`src/hw/rtl/erdd_pkg.sv`:
```
package erdd_pkg;

  // Field widths
  localparam int OVF_W     = 5;
  localparam int TICKS_W   = 8;
  localparam int ELAPSED_W = 13;
  localparam int DIST_W    = 12;
  localparam int THR_W     = 8;
  localparam int EVT_W     = 2;

  // Echo-to-distance conversion: elapsed*683 >> 10 tenths of a cm
  localparam int PROD_W            = 23;
  localparam int SCALE_SHIFT       = 10;
  localparam int TICKS_PER_OVF     = 255;
  localparam int SCALE_NUM         = 683;
  localparam int DIST_MAX          = 4095;
  localparam int TENTHS_PER_CM     = 10;

  // Register reset values
  localparam logic [THR_W-1:0]     NEAR_THRESHOLD_RST = 8'd90;
  localparam logic [ELAPSED_W-1:0] MAX_ECHO_RST       = 13'd4439;
  localparam logic [ELAPSED_W-1:0] MIN_ECHO_RST       = 13'd28;

  // Register indexes on the configuration port
  localparam logic [1:0] REG_NEAR_THRESHOLD = 2'd0;
  localparam logic [1:0] REG_MAX_ECHO       = 2'd1;
  localparam logic [1:0] REG_MIN_ECHO       = 2'd2;

  // Depth of the queue between classifier and tracker
  localparam int QUEUE_DEPTH = 4;

  typedef enum logic [EVT_W-1:0] {
    EVT_NONE    = 2'd0,
    EVT_A_FIRST = 2'd1,
    EVT_B_FIRST = 2'd2
  } dir_evt_t;

  // One classified reading pair
  typedef struct packed {
    logic [DIST_W-1:0] distance_a;
    logic [DIST_W-1:0] distance_b;
    logic              near_a;
    logic              near_b;
  } item_t;

  typedef struct packed {
    logic full;
    logic empty;
  } queue_status_t;

endpackage

```
`src/hw/rtl/erdd_front.sv`:
```
module erdd_front (
  input  logic                               clk,
  input  logic                               rst,
  input  logic                               in_valid,
  output logic                               in_ready,
  input  logic [erdd_pkg::OVF_W-1:0]         overflows_a,
  input  logic [erdd_pkg::TICKS_W-1:0]       ticks_a,
  input  logic [erdd_pkg::OVF_W-1:0]         overflows_b,
  input  logic [erdd_pkg::TICKS_W-1:0]       ticks_b,
  input  logic [erdd_pkg::THR_W-1:0]         near_threshold_cm,
  input  logic [erdd_pkg::ELAPSED_W-1:0]     max_echo_ticks,
  input  logic [erdd_pkg::ELAPSED_W-1:0]     min_echo_ticks,
  output logic                               item_valid,
  input  logic                               item_ready,
  output erdd_pkg::item_t                    item
);

  localparam int EW = erdd_pkg::ELAPSED_W;
  localparam int PW = erdd_pkg::PROD_W;
  localparam int DW = erdd_pkg::DIST_W;

  logic [EW-1:0] elapsed_a, elapsed_b;
  logic [PW-1:0] prod_a, prod_b;
  logic [EW-1:0] scaled_a, scaled_b;
  logic [DW-1:0] dist_a, dist_b;
  logic [DW-1:0] near_limit;
  logic          band_a, band_b;
  erdd_pkg::item_t item_next;

  assign elapsed_a = EW'(overflows_a) * EW'(erdd_pkg::TICKS_PER_OVF) + EW'(ticks_a);
  assign elapsed_b = EW'(overflows_b) * EW'(erdd_pkg::TICKS_PER_OVF) + EW'(ticks_b);

  assign band_a = (elapsed_a < max_echo_ticks) && (elapsed_a > min_echo_ticks);
  assign band_b = (elapsed_b < max_echo_ticks) && (elapsed_b > min_echo_ticks);

  assign prod_a   = PW'(elapsed_a) * PW'(erdd_pkg::SCALE_NUM);
  assign prod_b   = PW'(elapsed_b) * PW'(erdd_pkg::SCALE_NUM);
  assign scaled_a = prod_a[erdd_pkg::SCALE_SHIFT +: EW];
  assign scaled_b = prod_b[erdd_pkg::SCALE_SHIFT +: EW];

  always_comb begin
    dist_a = '0;
    dist_b = '0;
    if (band_a) begin
      dist_a = (scaled_a > EW'(erdd_pkg::DIST_MAX)) ? DW'(erdd_pkg::DIST_MAX) : scaled_a[DW-1:0];
    end
    if (band_b) begin
      dist_b = (scaled_b > EW'(erdd_pkg::DIST_MAX)) ? DW'(erdd_pkg::DIST_MAX) : scaled_b[DW-1:0];
    end
  end

  assign near_limit = DW'(near_threshold_cm) * DW'(erdd_pkg::TENTHS_PER_CM);

  always_comb begin
    item_next.distance_a = dist_a;
    item_next.distance_b = dist_b;
    item_next.near_a     = (dist_a <= near_limit);
    item_next.near_b     = (dist_b <= near_limit);
  end

  // Take a new reading whenever the stage is empty or drains this cycle
  assign in_ready = !item_valid || item_ready;

  always_ff @(posedge clk) begin
    if (rst) begin
      item_valid <= 1'b0;
    end else if (in_ready) begin
      item_valid <= in_valid;
    end
  end

  always_ff @(posedge clk) begin
    if (in_valid && in_ready) begin
      item <= item_next;
    end
  end

endmodule

```
`src/hw/rtl/erdd_queue.sv`:
```
module erdd_queue #(
  parameter int DEPTH = erdd_pkg::QUEUE_DEPTH
) (
  input  logic                    clk,
  input  logic                    rst,
  input  logic                    push,
  input  erdd_pkg::item_t         push_data,
  input  logic                    pop,
  output erdd_pkg::item_t         head,
  output erdd_pkg::queue_status_t status
);

  localparam int PTR_W = (DEPTH > 1) ? $clog2(DEPTH) : 1;
  localparam int CNT_W = $clog2(DEPTH + 1);

  erdd_pkg::item_t   slots [DEPTH];
  logic [PTR_W-1:0]  wr_ptr, rd_ptr;
  logic [CNT_W-1:0]  count;

  assign status.full  = (count == CNT_W'(DEPTH));
  assign status.empty = (count == '0);
  assign head         = slots[rd_ptr];

  always_ff @(posedge clk) begin
    if (rst) begin
      wr_ptr <= '0;
      rd_ptr <= '0;
      count  <= '0;
    end else begin
      if (push) begin
        wr_ptr <= (wr_ptr == PTR_W'(DEPTH - 1)) ? '0 : wr_ptr + 1'b1;
      end
      if (pop) begin
        rd_ptr <= (rd_ptr == PTR_W'(DEPTH - 1)) ? '0 : rd_ptr + 1'b1;
      end
      if (push && !pop) begin
        count <= count + 1'b1;
      end else if (pop && !push) begin
        count <= count - 1'b1;
      end
    end
  end

  always_ff @(posedge clk) begin
    if (push) begin
      slots[wr_ptr] <= push_data;
    end
  end

endmodule

```
`src/hw/rtl/erdd_back.sv`:
```
module erdd_back (
  input  logic                         clk,
  input  logic                         rst,
  input  logic                         item_valid,
  input  erdd_pkg::item_t              item,
  output logic                         item_pop,
  output logic                         out_valid,
  input  logic                         out_ready,
  output logic [erdd_pkg::DIST_W-1:0]  distance_a,
  output logic [erdd_pkg::DIST_W-1:0]  distance_b,
  output erdd_pkg::dir_evt_t           direction_event
);

  typedef enum logic [2:0] {
    IDLE     = 3'd0,
    A_HELD   = 3'd1,
    A_WAIT_B = 3'd2,
    B_HELD   = 3'd3,
    B_WAIT_A = 3'd4
  } phase_t;

  phase_t phase;

  // Advance on a queued item whenever the output slot is free or being taken
  assign item_pop = item_valid && (!out_valid || out_ready);

  always_ff @(posedge clk) begin
    if (rst) begin
      phase     <= IDLE;
      out_valid <= 1'b0;
    end else begin
      if (item_pop) begin
        out_valid       <= 1'b1;
        distance_a      <= item.distance_a;
        distance_b      <= item.distance_b;
        direction_event <= erdd_pkg::EVT_NONE;
        case (phase)
          A_HELD: begin
            if (!item.near_a) phase <= A_WAIT_B;
          end
          A_WAIT_B: begin
            if (!item.near_b) begin
              direction_event <= erdd_pkg::EVT_A_FIRST;
              phase           <= IDLE;
            end
          end
          B_HELD: begin
            if (!item.near_b) phase <= B_WAIT_A;
          end
          B_WAIT_A: begin
            if (!item.near_a) begin
              direction_event <= erdd_pkg::EVT_B_FIRST;
              phase           <= IDLE;
            end
          end
          default: begin
            if (item.near_a) begin
              phase <= A_HELD;
            end else if (item.near_b) begin
              phase <= B_HELD;
            end else begin
              phase <= IDLE;
            end
          end
        endcase
      end else if (out_valid && out_ready) begin
        out_valid <= 1'b0;
      end
    end
  end

endmodule

```
`src/hw/rtl/echo_range_direction_detector_top.sv`:
```
// Two-sensor echo range and direction detector.
//
// Input stream (s_*): one transaction carries an echo-time reading for
// sensor A and one for sensor B. Output stream (m_*): exactly one
// transaction per input, with both filtered distances in tenths of a cm
// and a direction code (none, A tripped first, B tripped first).
// The APB port holds the near threshold and the echo band limits; write
// it only while no readings are in flight.
//
// Path: an accepted reading loads the classifier register, then a queue
// slot, then the output register, which raises m_tvalid. Throughput: one
// transaction per cycle while m_tready is high, set by the combinational
// scale multiply in the classifier and the one-step phase tracker.
//
// Reset (rst, synchronous) empties the pipeline, returns the tracker to
// idle and loads the register defaults. When the receiver stalls, the
// output holds, the queue fills, and s_tready drops only once the queue
// and the classifier register are both full.
module echo_range_direction_detector_top #(
  parameter int QUEUE_DEPTH = erdd_pkg::QUEUE_DEPTH
) (
  input  logic        clk,
  input  logic        rst,
  // APB configuration
  input  logic        psel,
  input  logic        penable,
  input  logic        pwrite,
  input  logic [3:0]  paddr,
  input  logic [31:0] pwdata,
  output logic [31:0] prdata,
  output logic        pready,
  // Input stream
  input  logic        s_tvalid,
  output logic        s_tready,
  input  logic [31:0] s_tdata,   // overflows_a[4:0], ticks_a[12:5],
                                 // overflows_b[17:13], ticks_b[25:18], zero pad
  // Output stream
  output logic        m_tvalid,
  input  logic        m_tready,
  output logic [31:0] m_tdata    // distance_a[11:0], distance_b[23:12],
                                 // direction_event[25:24], zero pad
);

  localparam int OW = erdd_pkg::OVF_W;
  localparam int TW = erdd_pkg::TICKS_W;
  localparam int EW = erdd_pkg::ELAPSED_W;
  localparam int DW = erdd_pkg::DIST_W;

  // Configuration registers
  logic [erdd_pkg::THR_W-1:0] near_threshold_cm;
  logic [EW-1:0]              max_echo_ticks;
  logic [EW-1:0]              min_echo_ticks;
  logic                       cfg_write;

  assign pready    = 1'b1;
  assign cfg_write = psel && penable && pwrite && pready;

  always_ff @(posedge clk) begin
    if (rst) begin
      near_threshold_cm <= erdd_pkg::NEAR_THRESHOLD_RST;
      max_echo_ticks    <= erdd_pkg::MAX_ECHO_RST;
      min_echo_ticks    <= erdd_pkg::MIN_ECHO_RST;
    end else if (cfg_write) begin
      case (paddr[3:2])
        erdd_pkg::REG_NEAR_THRESHOLD: near_threshold_cm <= pwdata[erdd_pkg::THR_W-1:0];
        erdd_pkg::REG_MAX_ECHO:       max_echo_ticks    <= pwdata[EW-1:0];
        erdd_pkg::REG_MIN_ECHO:       min_echo_ticks    <= pwdata[EW-1:0];
        default: ;  // drop writes beyond the register list
      endcase
    end
  end

  always_comb begin
    case (paddr[3:2])
      erdd_pkg::REG_NEAR_THRESHOLD: prdata = 32'(near_threshold_cm);
      erdd_pkg::REG_MAX_ECHO:       prdata = 32'(max_echo_ticks);
      erdd_pkg::REG_MIN_ECHO:       prdata = 32'(min_echo_ticks);
      default:                      prdata = '0;
    endcase
  end

  // Front: classify readings into distances and near flags
  logic                    front_valid;
  erdd_pkg::item_t         front_item;
  erdd_pkg::queue_status_t q_status;
  erdd_pkg::item_t         q_head;
  logic                    q_push, q_pop;

  erdd_front u_front (
    .clk               (clk),
    .rst               (rst),
    .in_valid          (s_tvalid),
    .in_ready          (s_tready),
    .overflows_a       (s_tdata[OW-1:0]),
    .ticks_a           (s_tdata[OW +: TW]),
    .overflows_b       (s_tdata[OW+TW +: OW]),
    .ticks_b           (s_tdata[2*OW+TW +: TW]),
    .near_threshold_cm (near_threshold_cm),
    .max_echo_ticks    (max_echo_ticks),
    .min_echo_ticks    (min_echo_ticks),
    .item_valid        (front_valid),
    .item_ready        (!q_status.full),
    .item              (front_item)
  );

  assign q_push = front_valid && !q_status.full;

  // Queue decouples the classifier from the output side
  erdd_queue #(
    .DEPTH (QUEUE_DEPTH)
  ) u_queue (
    .clk       (clk),
    .rst       (rst),
    .push      (q_push),
    .push_data (front_item),
    .pop       (q_pop),
    .head      (q_head),
    .status    (q_status)
  );

  // Back: track which sensor trips first and drive the output register
  logic [DW-1:0]      out_distance_a, out_distance_b;
  erdd_pkg::dir_evt_t out_event;

  erdd_back u_back (
    .clk             (clk),
    .rst             (rst),
    .item_valid      (!q_status.empty),
    .item            (q_head),
    .item_pop        (q_pop),
    .out_valid       (m_tvalid),
    .out_ready       (m_tready),
    .distance_a      (out_distance_a),
    .distance_b      (out_distance_b),
    .direction_event (out_event)
  );

  assign m_tdata = {6'b0, out_event, out_distance_b, out_distance_a};

  // After reset nothing is pending and the input side is open
  a_reset_clean: assert property (@(posedge clk) rst |=> (!m_tvalid && s_tready))
    else $error("output valid or input stalled right after reset");

  // Only the three defined direction codes ever leave the block
  a_event_code: assert property (@(posedge clk) disable iff (rst)
    m_tvalid |-> (m_tdata[25:24] != 2'b11))
    else $error("undefined direction code on output");

  // A push without a pop leaves the queue non-empty
  a_queue_fill: assert property (@(posedge clk) disable iff (rst)
    (q_push && !q_pop) |=> !q_status.empty)
    else $error("queue lost an item");

  // Never pop an empty queue
  a_queue_pop: assert property (@(posedge clk) disable iff (rst)
    q_pop |-> !q_status.empty)
    else $error("pop from empty queue");

endmodule
```
`config.mk`:
```
export PLATFORM = sky130hd
export DESIGN_NAME = echo_range_direction_detector_top
export DESIGN_NICKNAME = d
export VERILOG_FILES = /design/src/hw/rtl/erdd_pkg.sv /design/src/hw/rtl/erdd_front.sv /design/src/hw/rtl/erdd_queue.sv /design/src/hw/rtl/erdd_back.sv /design/src/hw/rtl/echo_range_direction_detector_top.sv
export SDC_FILE = /design/constraint.sdc
export NUM_CORES = 1
export LEC_CHECK = 0
export BUFFER_PORTS_ARGS = -buffer_cell sky130_fd_sc_hd__buf_2
export CAP_MARGIN = 20
export CORE_MARGIN = 3
export CORE_UTILIZATION = 25
export DETAILED_ROUTE_END_ITERATION = 6
export PLACE_DENSITY = 0.43
export SLEW_MARGIN = 20
export SYNTH_ARGS = -nofsm -noshare
export SYNTH_HDL_FRONTEND = slang
export SYNTH_SLANG_ARGS = --single-unit
```
`constraint.sdc`:
```
create_clock -name clk -period 18 [get_ports clk]
set_clock_uncertainty 0.1 [all_clocks]
set_input_delay 3.6 -clock clk [delete_from_list [all_inputs] [get_ports clk]]
set_output_delay 3.6 -clock clk [all_outputs]
set_load 0.005 [all_outputs]
```
==> reports/qor.csv <==
metric;value;unit
r2r_start;max_echo_ticks[10];
drc;0;
cts_tree;built;
postCtsSetupRepairBufs;0;
grtUsageTotal;11.1;%
cts_buffers;22;
die_x;265;um
nets;2048;
min_period;13.11;ns
hold_path_class;flop to flop;
required;18.15;ns
vias;10800;
gp_congestion;0.788;
criticalPathCategory;primary input to flop;
fin_area;18800;sq um
antenna_found_initial;3;
worst_slack;4.89;ns
ant_nets;0;
critPathMaxStageDelay;0.73;ns
grt_max_degree;48;
place_area;18200;sq um
crit_fanout;14;
yosysSeqAreaShare;33.7;%
setup_violations;0;
rsz0062_at_grt;false;
ios;142;
first_pass_iters;5;
synth_edf_count;156;
hpwl;31100;um
layout_common_cells;ha_1 (266), inv_1 (263), edfxtp_1 (156), fa_1 (106), buf_2 (88);
arrival;13.26;ns
synth_seq_cells;204;
end_kind;flop;
drive_gt1_share;12.1;%
syn_to_final_growth;12.4;%
slew_violations;0;
drt-total-wl;39000;um
clock_latency;0.53;ns
fp-row-count;94;
h-tree-depth;1;
synth.distinct_cells;75;
postCtsResizedCells;0;
place.detailed.instances;2441;
min_period_over_period;72.8;%
coreArea;66100;sq um
drt-vias-per-instance;4.36;
mostFrequentLayoutCell;ha_1;
cts.clk_slew.worst_paths;0.06;ns
post_drt_wl_per_cell;15.7;um
grt_pass1_wl;62000;um
instances_no_fill;2482;
hold_start;max_echo_ticks[5];
async_reset_ff_share;0;%
finalSetupTns;0;ns
slew_headroom;35.6;%
worst_slew_pin_slew;0.960;ns
grt_pass1_vias;11200;
dieArea;70100;sq um
synth_area_per_cell;11.1;sq um
crit_family;adder cells;
place_ws;4.21;ns
worst_path_max_delay_cell;fa_1;
hold_viol;0;
clock_path_buffers;3;
netlist_area;16700;sq um
cp-start-kind;primary input;
critPathLaunch;s_tdata[15];
hold_buffers;0;
clockRootBuffer;clkbuf_16;
synth_cells;1508;
yosysWarningCount;0;
max-cap-violations;0;
die_h;265;um
max_freq;76.3;MHz
grt.overflow.total;0;
drtIter0Drc;340;
worst-path-buf-inv;7;
start_util;25.3;%
clock_sinks;204;
port-buffer-count;88;
synthFlopType;edfxtp_1;
status;completed;
==> path summary, 6_finish.rpt <==
| kind | end | slack (ns) | cells after the start |
|---|---|---|---|
| setup / recovery | u_front.item[0] | 4.89 | 36 |
| hold / removal | max_echo_ticks[5] | 0.37 | 2 |
| setup reg to reg | u_front.item[0] | 14.10 | 14 |
| hold reg to reg | max_echo_ticks[5] | 0.37 | 2 |
==> Yosys cell counts, drive strengths merged, types with 4 or more instances <==
| cell | count | area, sq um |
|---|---|---|
| ha | 266 | 3330 |
| inv | 266 | 998 |
| edfxtp | 156 | 4680 |
| fa | 106 | 2120 |
| a21oi | 87 | 465 |
| nand2 | 68 | 255 |
| nor2 | 63 | 236 |
| dfxtp | 48 | 961 |
| o21ai | 42 | 218 |
| buf | 38 | 256 |
| xnor2 | 37 | 347 |
| a21o | 32 | 240 |
| xor2 | 30 | 270 |
| mux4 | 26 | 586 |
| nor2b | 21 | 131 |
| mux2i | 20 | 200 |
| nor3 | 20 | 105 |
| nand4 | 18 | 113 |
| clkbuf | 15 | 56.3 |
| a211o | 14 | 123 |
| a21boi | 13 | 101 |
| and2 | 12 | 75.1 |
| nand3 | 12 | 60.1 |
| o21a | 11 | 82.6 |
| nand2b | 8 | 50.1 |
| a211oi | 7 | 62.6 |
| a22o | 5 | 43.8 |
| o21bai | 5 | 37.5 |
| or3 | 5 | 31.3 |
| a31oi | 4 | 25.0 |
| and3 | 4 | 25.0 |
| nor3b | 4 | 46.3 |
| nor4 | 4 | 31.3 |
| o31ai | 4 | 35.0 |
==> state kept, by name (all words and copies together) (netlist names), 3 cells and up, named ones only <==
register / cells
u_queue.slots: 104
u_front.item: 26
max_echo_ticks: 13
min_echo_ticks: 13
u_back.distance_a: 12
u_back.distance_b: 12
near_threshold_cm: 8
u_back.phase: 3
u_queue.count: 3
==> final cells by class <==
| type | count | area, sq um |
|---|---|---|
| Fill cell | 6900 | 47300 |
| Multi-Input combinational cell | 1009 | 9910 |
| Sequential cell | 204 | 5650 |
| Tap cell | 864 | 1080 |
| Inverter | 266 | 998 |
| Clock buffer | 25 | 562 |
| Timing Repair Buffer | 98 | 515 |
| Clock inverter | 15 | 114 |
| Antenna cell | 1 | 2.50 |
==> metrics by stage <==
stage | utilization, % | hold WS, ns
detailed placement | 27.5 | 0.367
floorplan | - | 0.349
global placement | 27.5 | 0.357
CTS | 28.5 | 0.377
finish | 28.5 | 0.374
global route | 28.5 | 0.404
==> cells by family after synthesis <==
group	Yosys count	share of synthesized area, %
buffers and inverters	319	7.83
XOR/XNOR	67	3.68
multiplexers	46	4.69
adder cells (fa/ha/maj)	372	32.5
AND/OR/NAND/NOR	252	7.54
other	2	0.0448
AO/OA/AOI/OAI	246	9.95
flip-flops	204	33.7
==> metal layers <==
metal | track usage, % | part of all wire [%] | wire, um | up-vias
met3 | 1.57 | 3.5 | 1350 | 44
met1 | 15.6 | 49 | 19100 | 5240
met5 | 0 | 0 | 0 | -
li1 | - | - | - | 5368
met2 | 18.4 | 46 | 17900 | 164
met4 | 2.00 | 1.7 | 670 | 0
==> worst register-to-register path, delay by kind of cell, from the launching register on <==
kind / cells / cell delay, ns
and+or+nand+nor: 4 / 0.54
buffers and inverters: 2 / 0.38
DFF: 1 / 0.35
AOI/OAI and AO/OA: 6 / 1.63
adders and majority gates: 2 / 0.64
Power is not shown: default switching activity piles up to over one toggle a cycle in this logic, so the estimate is an artifact.
